### config.mk
export PLATFORM = sky130hd
export DESIGN_NAME = insertion_sorter
export DESIGN_NICKNAME = d
export VERILOG_FILES = /design/src/rtl/isc_pkg.sv /design/src/rtl/insertion_sorter.sv /design/src/rtl/isc_cell.sv
export SDC_FILE = /design/constraint.sdc
export NUM_CORES = 2
export LEC_CHECK = 0
export ABC_AREA = 0
export BUFFER_PORTS_ARGS = -buffer_cell sky130_fd_sc_hd__buf_4
export CAP_MARGIN = 20
export CORE_ASPECT_RATIO = 1.4
export CORE_MARGIN = 5
export CORE_UTILIZATION = 58
export DETAILED_ROUTE_END_ITERATION = 7
export GPL_TIMING_DRIVEN = 0
export PLACE_DENSITY_LB_ADDON = 0.25
export SYNTH_ARGS = -nofsm -noshare
export SYNTH_HDL_FRONTEND = slang
export SYNTH_SLANG_ARGS = --single-unit
### constraint.sdc
create_clock -name clock -period 10.25 [get_ports clock]
set_input_delay 1.5375 -clock clock [delete_from_list [all_inputs] [get_ports clock]]
set_output_delay 1.5375 -clock clock [all_outputs]
set_load 0.03 [all_outputs]
### src/rtl/isc_pkg.sv
// ----------------------------------------------------------------------------
// isc_pkg: shared types and constants of the insertion sorter
// Defines the default depth, the value type, the controller states and the
// command that the controller sends to every cell of the chain.
// ----------------------------------------------------------------------------
package isc_pkg;

   localparam int ISC_DEPTH   = 16;
   localparam int VALUE_WIDTH = 32;

   typedef logic signed [VALUE_WIDTH-1:0] value_type;

   typedef enum logic [0:0] {
      ST_FILL,
      ST_DRAIN
   } state_type;

   // Command broadcast from the controller to all cells.
   typedef struct packed {
      logic      insert;
      logic      drain;
      logic      descending;
      value_type value;
   } cell_cmd_type;

endpackage

### src/rtl/insertion_sorter.sv
// ----------------------------------------------------------------------------
// insertion_sorter: streaming insertion sort over a chain of cells
// Inserts one signed value per item into a sorted chain and drains the
// sorted set after the item that ends the set.
// ----------------------------------------------------------------------------
// Usage:
// The req channel carries one value per item; req_end_of_set marks the last
// item of a set. While a set is being filled, one item is taken every cycle:
// the new value is compared in every cell at once and the chain shifts in the
// same cycle. Items that arrive while all DEPTH cells are occupied are
// dropped, and every result of that set then shows rsp_dropped.
// After the end-of-set item, req_ready goes low and the chain shifts out one
// element per cycle from its head into the rsp output register. The first
// result enters the output register after the state has turned to drain;
// the chain keeps shifting while rsp_ready stays high, and rsp_last_out
// marks its final element. A stalled receiver holds the output register and
// freezes the chain. Once the final element sits in the output register, the
// next set is accepted even while that result still waits. The csr channel
// writes the order bit (0 ascending, 1 descending); it is always ready. The
// user must write it only while the block is idle, not checked by the block.
// Reset empties the chain, clears the overflow flag and selects ascending.
// ----------------------------------------------------------------------------
module insertion_sorter
   import isc_pkg::*;
#(
   parameter int DEPTH = ISC_DEPTH
) (
   input  logic        clock,
   input  logic        reset,
   input  logic        req_valid,
   output logic        req_ready,
   input  logic signed [31:0] req_value,
   input  logic        req_end_of_set,
   output logic        rsp_valid,
   input  logic        rsp_ready,
   output logic signed [31:0] rsp_sorted_value,
   output logic        rsp_last_out,
   output logic        rsp_dropped,
   input  logic        csr_valid,
   output logic        csr_ready,
   input  logic        csr_descending
);

   state_type    state_ff;
   state_type    state_in;
   logic         descending_ff;
   logic         overflow_ff;
   logic         overflow_in;
   logic         rsp_valid_ff;
   logic         rsp_valid_in;
   value_type    rsp_value_ff;
   logic         rsp_last_ff;
   logic         rsp_dropped_ff;

   logic         req_take;
   logic         full;
   logic         load;
   logic         last_load;
   cell_cmd_type cmd;

   value_type        cell_value [DEPTH];
   logic [DEPTH-1:0] cell_occ;
   logic [DEPTH-1:0] cell_stay;

   assign full      = cell_occ[DEPTH-1];
   assign req_take  = req_valid && req_ready;
   assign last_load = load && !cell_occ[1];

   // Next state.
   always_comb begin
      state_in = state_ff;
      unique case (state_ff)
         ST_FILL: begin
            if (req_take && req_end_of_set) begin
               state_in = ST_DRAIN;
            end
         end
         ST_DRAIN: begin
            if (last_load) begin
               state_in = ST_FILL;
            end
         end
         default: state_in = ST_FILL;
      endcase
   end

   // Controller outputs.
   always_comb begin
      req_ready      = 1'b0;
      load           = 1'b0;
      cmd.insert     = 1'b0;
      cmd.drain      = 1'b0;
      cmd.descending = descending_ff;
      cmd.value      = req_value;
      unique case (state_ff)
         ST_FILL: begin
            req_ready  = 1'b1;
            cmd.insert = req_valid && !full;
         end
         ST_DRAIN: begin
            load      = !rsp_valid_ff || rsp_ready;
            cmd.drain = load;
         end
         default: begin
            req_ready = 1'b0;
         end
      endcase
   end

   always_comb begin
      overflow_in = overflow_ff;
      if (req_take && full) begin
         overflow_in = 1'b1;
      end else if (last_load) begin
         overflow_in = 1'b0;
      end
   end

   always_comb begin
      if (load) begin
         rsp_valid_in = 1'b1;
      end else if (rsp_ready) begin
         rsp_valid_in = 1'b0;
      end else begin
         rsp_valid_in = rsp_valid_ff;
      end
   end

   always_ff @(posedge clock) begin
      if (reset) begin
         state_ff      <= ST_FILL;
         descending_ff <= 1'b0;
         overflow_ff   <= 1'b0;
         rsp_valid_ff  <= 1'b0;
      end else begin
         state_ff     <= state_in;
         overflow_ff  <= overflow_in;
         rsp_valid_ff <= rsp_valid_in;
         if (csr_valid) begin
            descending_ff <= csr_descending;
         end
      end
   end

   always_ff @(posedge clock) begin
      if (load) begin
         rsp_value_ff   <= cell_value[0];
         rsp_last_ff    <= !cell_occ[1];
         rsp_dropped_ff <= overflow_ff;
      end
   end

   // The head cell sees a virtual left neighbor that stays ahead, so it takes
   // the new value when its own element does not stay.
   for (genvar i = 0; i < DEPTH; i++) begin : g_cell
      value_type left_value;
      logic      left_occ;
      logic      left_stay;
      value_type right_value;
      logic      right_occ;

      if (i == 0) begin : g_head
         assign left_value = cmd.value;
         assign left_occ   = 1'b1;
         assign left_stay  = 1'b1;
      end else begin : g_body
         assign left_value = cell_value[i-1];
         assign left_occ   = cell_occ[i-1];
         assign left_stay  = cell_stay[i-1];
      end

      if (i == DEPTH - 1) begin : g_tail
         assign right_value = '0;
         assign right_occ   = 1'b0;
      end else begin : g_inner
         assign right_value = cell_value[i+1];
         assign right_occ   = cell_occ[i+1];
      end

      isc_cell u_cell (
         .clock       (clock),
         .reset       (reset),
         .cmd         (cmd),
         .left_value  (left_value),
         .left_occ    (left_occ),
         .left_stay   (left_stay),
         .right_value (right_value),
         .right_occ   (right_occ),
         .value       (cell_value[i]),
         .occ         (cell_occ[i]),
         .stay        (cell_stay[i])
      );
   end

   assign csr_ready        = 1'b1;
   assign rsp_valid        = rsp_valid_ff;
   assign rsp_sorted_value = rsp_value_ff;
   assign rsp_last_out     = rsp_last_ff;
   assign rsp_dropped      = rsp_dropped_ff;

endmodule

### src/rtl/isc_cell.sv
// ----------------------------------------------------------------------------
// isc_cell: one compare-and-shift cell of the sorting chain
// Holds one element and its occupied bit. On insert it keeps its element,
// takes the new value, or takes its left neighbor's element; on drain it
// takes its right neighbor's element.
// ----------------------------------------------------------------------------
module isc_cell
   import isc_pkg::*;
(
   input  logic         clock,
   input  logic         reset,
   input  cell_cmd_type cmd,
   input  value_type    left_value,
   input  logic         left_occ,
   input  logic         left_stay,
   input  value_type    right_value,
   input  logic         right_occ,
   output value_type    value,
   output logic         occ,
   output logic         stay
);

   value_type value_ff;
   value_type value_in;
   logic      occ_ff;
   logic      occ_in;

   // The element stays ahead of the new value if it sorts strictly before it.
   always_comb begin
      if (cmd.descending) begin
         stay = occ_ff && (cmd.value < value_ff);
      end else begin
         stay = occ_ff && (value_ff < cmd.value);
      end
   end

   always_comb begin
      value_in = value_ff;
      occ_in   = occ_ff;
      if (cmd.insert) begin
         if (!stay) begin
            value_in = left_stay ? cmd.value : left_value;
         end
         occ_in = occ_ff | left_occ;
      end else if (cmd.drain) begin
         value_in = right_value;
         occ_in   = right_occ;
      end
   end

   always_ff @(posedge clock) begin
      value_ff <= value_in;
   end

   always_ff @(posedge clock) begin
      if (reset) begin
         occ_ff <= 1'b0;
      end else begin
         occ_ff <= occ_in;
      end
   end

   assign value = value_ff;
   assign occ   = occ_ff;

endmodule

# --- Yosys cells after proc, flatten, opt, wreduce, memory -nomap -nowiden ---
# Index checks and enable logic that the tools add are counted.
word_totals:
  reg_bits: 566
  output_inout_bits: 37
classes:
  order_cmp: 32
  bitwise_logic: 16
  n_reduce_logical: 60
  eq_ne: 16
  n_mux: 121
ops:
  columns: ["op", "count"]
  rows:
  - ["$mux 32", 63]
  - ["$lt 32x32->1", 32]
  - ["$mux 1", 57]
  - ["$logic_and 1x1->1", 37]
  - ["$ne 2x2->1 const B", 16]
  - ["$reduce_and 2->1", 16]
  - ["$or 1x1->1", 15]
  - ["$reduce_bool 2->1", 3]
  - ["$logic_not 1->1", 3]
  - ["$pmux 1 s2", 1]
  - ["$logic_or 1x1->1", 1]
  - ["$not 1->1", 1]

# --- Depth between registers and ports, before layout ---
depth:
  depth_word: 6
  ltp_mapped: 12

# --- Cells and area by module ---
# Synthesis repeated with hierarchy kept, for this count alone.
hier_totals:
  hier_cells: 4392
  area_unflattened_um2: 42301.8
modules_own_cells:
  columns: ["mod", "instances", "area_each_um2", "cells_per_inst"]
  rows:
  - ["isc_cell", 16, 2568.7, 271]
  - ["insertion_sorter", 1, 1202.4, 56]

# --- Worst setup path after synthesis ---
# OpenSTA, ideal clock, no wires.
synth_path:
  path_kind: "input port to flip-flop"
  from: "input port req_value[19]"
  to: "register g_cell[5].u_cell.value_ff[0] (enable)"
  t_arrival_ps: 5939
  t_required_ps: 9784
  path_slack_ps: 3845
  cell_stages: 10
  path_cell_list: "inv_1 -> ha_1 -> a21oi_1 -> o21ai_1 -> a221o_1 -> a2111oi_2 -> a22o_1 -> nand2_1 -> buf_4 -> o21ai_0"
synth_via:
  elab_chain_len: 5
synth_rtl:
  columns: ["element", "line_no", "source"]
  rows:
  - ["from (decl)", "insertion_sorter.sv:32", "input logic signed [31:0] req_value,"]
  - ["$lt 32x32->1, on equally long branches", "isc_cell.sv:33, isc_cell.sv:31", null]
  - ["$logic_and 1x1->1, on equally long branches", "isc_cell.sv:33, isc_cell.sv:31", null]
  - ["$mux 1 *", "isc_cell.sv:30", "if (cmd.descending) begin"]
  - ["$ne 2x2->1 (no source line) *", null, null]
  - ["$reduce_and 2->1 (no source line) *", null, null]
  - ["to (signal assigned)", "isc_cell.sv:52", "value_ff <= value_in;"]
  - ["to (decl)", "isc_cell.sv:23", "value_type value_ff;"]
# Mark *: on every way between the ends. The rest lies on a longest branch, timed or not.
# A chain may end at the register's enable or synchronous reset.

# --- Worst setup path in the final report ---
layout_path:
  from: "input port req_value[21]"
  to: "register g_cell[10].u_cell.value_ff[10] (enable)"
layout_via:
  elab_chain_len: 5
layout_rtl:
  columns: ["element", "line_no"]
  rows:
  - ["$lt 32x32->1, on equally long branches", "isc_cell.sv:33, isc_cell.sv:31"]
  - ["$logic_and 1x1->1, on equally long branches", "isc_cell.sv:33, isc_cell.sv:31"]
  - ["$mux 1 *", "isc_cell.sv:30"]
  - ["$ne 2x2->1 (no source line) *", null]
  - ["$reduce_and 2->1 (no source line) *", null]
  - ["to (signal assigned)", "isc_cell.sv:52"]
  - ["to (decl)", "isc_cell.sv:23"]
# Marks and branches as above.

==> results_dict.tcl <==
set metrics [dict create \
    yosys-top-cells-area "edfxtp_1, ha_1, mux2i_1, nand2_1, o21ai_0" \
    cts_root_buffer "clkbuf_16" \
    finalCritPeriodShare_pct 52.32 \
    whs_ns 0.4991 \
    ir_drop_mv 0.1411 \
    grt_use_total_pct 34.29 \
    worstPathArrival_ns 5.71 \
    rsz0062_at_grt "false" \
    cts_tree "done" \
    syn_area_mm2 0.03873 \
    drv_cap 0 \
    drc 0 \
    cts_buffer_depth 3 \
    clkTransAtPathRegs_ns 0.06 \
    firstDrtPassIters 6 \
    synth_most_common_cell "nand2_1" \
    portBuffers 73 \
    avgSynthCellArea_um2 10.39 \
    critPathLaunchType "input pin" \
    avgRoutedWirePerCell_um 26.68 \
    synth-edff-count 546 \
    post_cts_buffers 0 \
    synthToLayoutAreaGrowth_pct 10.68 \
    required_ns 10.60 \
    synth_flop_cell "edfxtp_1" \
    ios 76 \
    clkLatencyLatePin_ns 0.65 \
    htreeDepth 2 \
    cts-resized-gates 0 \
    r2r_setup_slack_ns 6.02 \
    vias_per_cell 6.614 \
    hp-class "flip-flop to flip-flop" \
    end_kind "flip-flop" \
    nets 4398 \
    diodes 0 \
    power.density_mw_per_mm2 197.4 \
    vias 31635 \
    setup_violations 0 \
    criticalPathCategory "input pin to flip-flop" \
    maxSlewViolCount 0 \
    first_global_vias 32456 \
    grt_max_degree 37 \
    postRouteAntennaNets 0 \
    ctsHoldBuffers 0 \
    drive_gt1_share_pct 7.001 \
    cts_sinks 566 \
    max_slew_margin_pct 23.91 \
    worstMarginPinSlew_ns 1.141 \
    synth-seq-cells 566 \
    synth-seq-area-share_pct 43.37 \
    gp_congestion 0.9633 \
    timing.fmax_ghz 0.1865 \
    synth_nets 4245 \
    p_leak_nw 17.15 \
    die_area_mm2 0.07211 \
    dp_cells 4673 \
    synth_cells 3726 \
    rows 112 \
    drt_iter0_markers 3294 \
    numCtsBuffers 59 \
    synthDistinctLibCells 61 \
    netlist_top_cells_count "nand2_1, edfxtp_1, ha_1" \
    fin_cells 4783 \
    grt-ovfl-total 0 \
    yosys.area.top_type "edfxtp_1" \
    finalCriticalPeriod_ns 5.363 \
    status "completed" \
    grt_pass1_wl_um 189400 \
    tns_ns 0 \
    die_w_um 228.4 \
    crit_fanout 22 \
    fp.dieH_um 315.7 \
    synthArstFlopShare_pct 0 \
    fin_skew_ns 0.01959 \
    dp_hpwl_um 102000 \
    antenna_found_initial 1 \
    coreArea_mm2 0.06642 \
    hold_violations 0 \
    start_util_pct 58.30 \
    drt_wl_total_um 127600 \
    ys.warnings.count 0 \
    synth_top_area_share_pct 42.34 \
]
-- worst paths after layout --
kind                         startpoint                           to  cells after the start
max                       req_value[21]  g_cell[10].u_cell.value[10]                     14
min          g_cell[0].u_cell.value[24]         rsp_sorted_value[24]                      0
max reg2reg  g_cell[10].u_cell.value[7]  g_cell[10].u_cell.value[10]                     11
min reg2reg  g_cell[0].u_cell.value[24]         rsp_sorted_value[24]                      0
-- stage by stage --
| stage | instance area [um2] | utilization [%] | setup slack (ns) | total power [mW] |
|---|---|---|---|---|
| floorplan | 38730 | - | 3.845 | 5.216 |
| global placement | 40340 | 60.74 | 1.495 | 6.005 |
| CTS | 42860 | 64.53 | 4.993 | 8.396 |
| detailed placement | 40920 | 61.60 | 4.341 | 6.149 |
| finish | 42860 | 64.53 | 4.887 | 8.461 |
| global route | 42860 | 64.53 | 4.707 | 8.852 |
-- critical path, cell delays in order --
cell	delay (ns)
buf_4	0.14
inv_1	0.61
ha_1	0.38
a21o_1	0.16
a21o_1	0.17
a221o_1	0.34
a211o_1	0.36
a21oi_1	0.16
o21bai_1	0.17
buf_2	0.32
buf_2	0.31
nand3_1	0.21
nand2_1	0.57
buf_16	0.25
-- where the power goes --
part / total [mW] / switching (mW) / internal [mW]
combinational: 2.53 / 1.53 / 1.00
sequential: 3.66 / 0.462 / 3.19
clock: 2.27 / 0.988 / 1.28
total: 8.46 / 2.98 / 5.48
-- cells by family (layout without fill, tap and decap cells) --
| group | after synthesis | count (layout) | share of synthesized area (%) |
|---|---|---|---|
| and+or+nand+nor | 1019 | 1019 | 11.96 |
| buffers and inverters | 278 | 480 | 3.276 |
| xor gates and xnor gates | 3 | 3 | 0.06786 |
| DFF | 566 | 566 | 43.37 |
| AOI/OAI and AO/OA | 923 | 923 | 13.96 |
| adders and majority gates | 480 | 480 | 15.51 |
| muxes | 456 | 456 | 11.85 |
| other | 1 | 1 | 0.009683 |
-- routing by layer --
layer  wire (um)  track usage, %
met5           0               0
met4       12850           28.22
met3        7962           3.557
met2       59580           56.49
met1       47210           40.90
-- final cells by class --
| class | count | area [um2] |
|---|---|---|
| well taps | 855 | 1070 |
| fillers | 5563 | 23560 |
| repair buffers | 92 | 955.9 |
| multi-input cells | 2882 | 20830 |
| inverters | 63 | 236.5 |
| plain buffers | 215 | 1033 |
| clock inverters | 36 | 371.6 |
| flip-flops and latches | 566 | 16800 |
| clock buffers | 74 | 1575 |
-- registers in the layout, indices dropped and copies added (netlist names) --
signal	cells
overflow_ff	1
rsp_sorted_value	32
g_cell.u_cell.value	512
rsp_dropped	1
rsp_last_out	1
descending_ff	1
g_cell.u_cell.occ	16
rsp_valid	1
state_ff	1
-- cells in the final DEF, fill, tap and decap left out, types with 11 or more instances in the layout --
master,count
nor2b_1,29
dfxtp_1,20
a211oi_1,17
a221o_1,17
edfxtp_1,546
o211ai_1,31
nand3_1,78
nand2_1,621
o21ai_0,428
a21o_1,99
o21ai_4,13
clkinv_2,11
buf_12,15
buf_2,14
clkbuf_1,168
ha_1,480
nand4_1,82
clkinv_1,14
a21oi_1,180
o21ai_1,35
and3_1,17
nor3_1,26
nand2b_1,13
a31oi_1,45
and4_1,28
buf_4,108
inv_1,62
nor4_1,13
mux2i_1,450
nor2_1,76
clkbuf_16,61
Power figures use the tool's default switching activity.
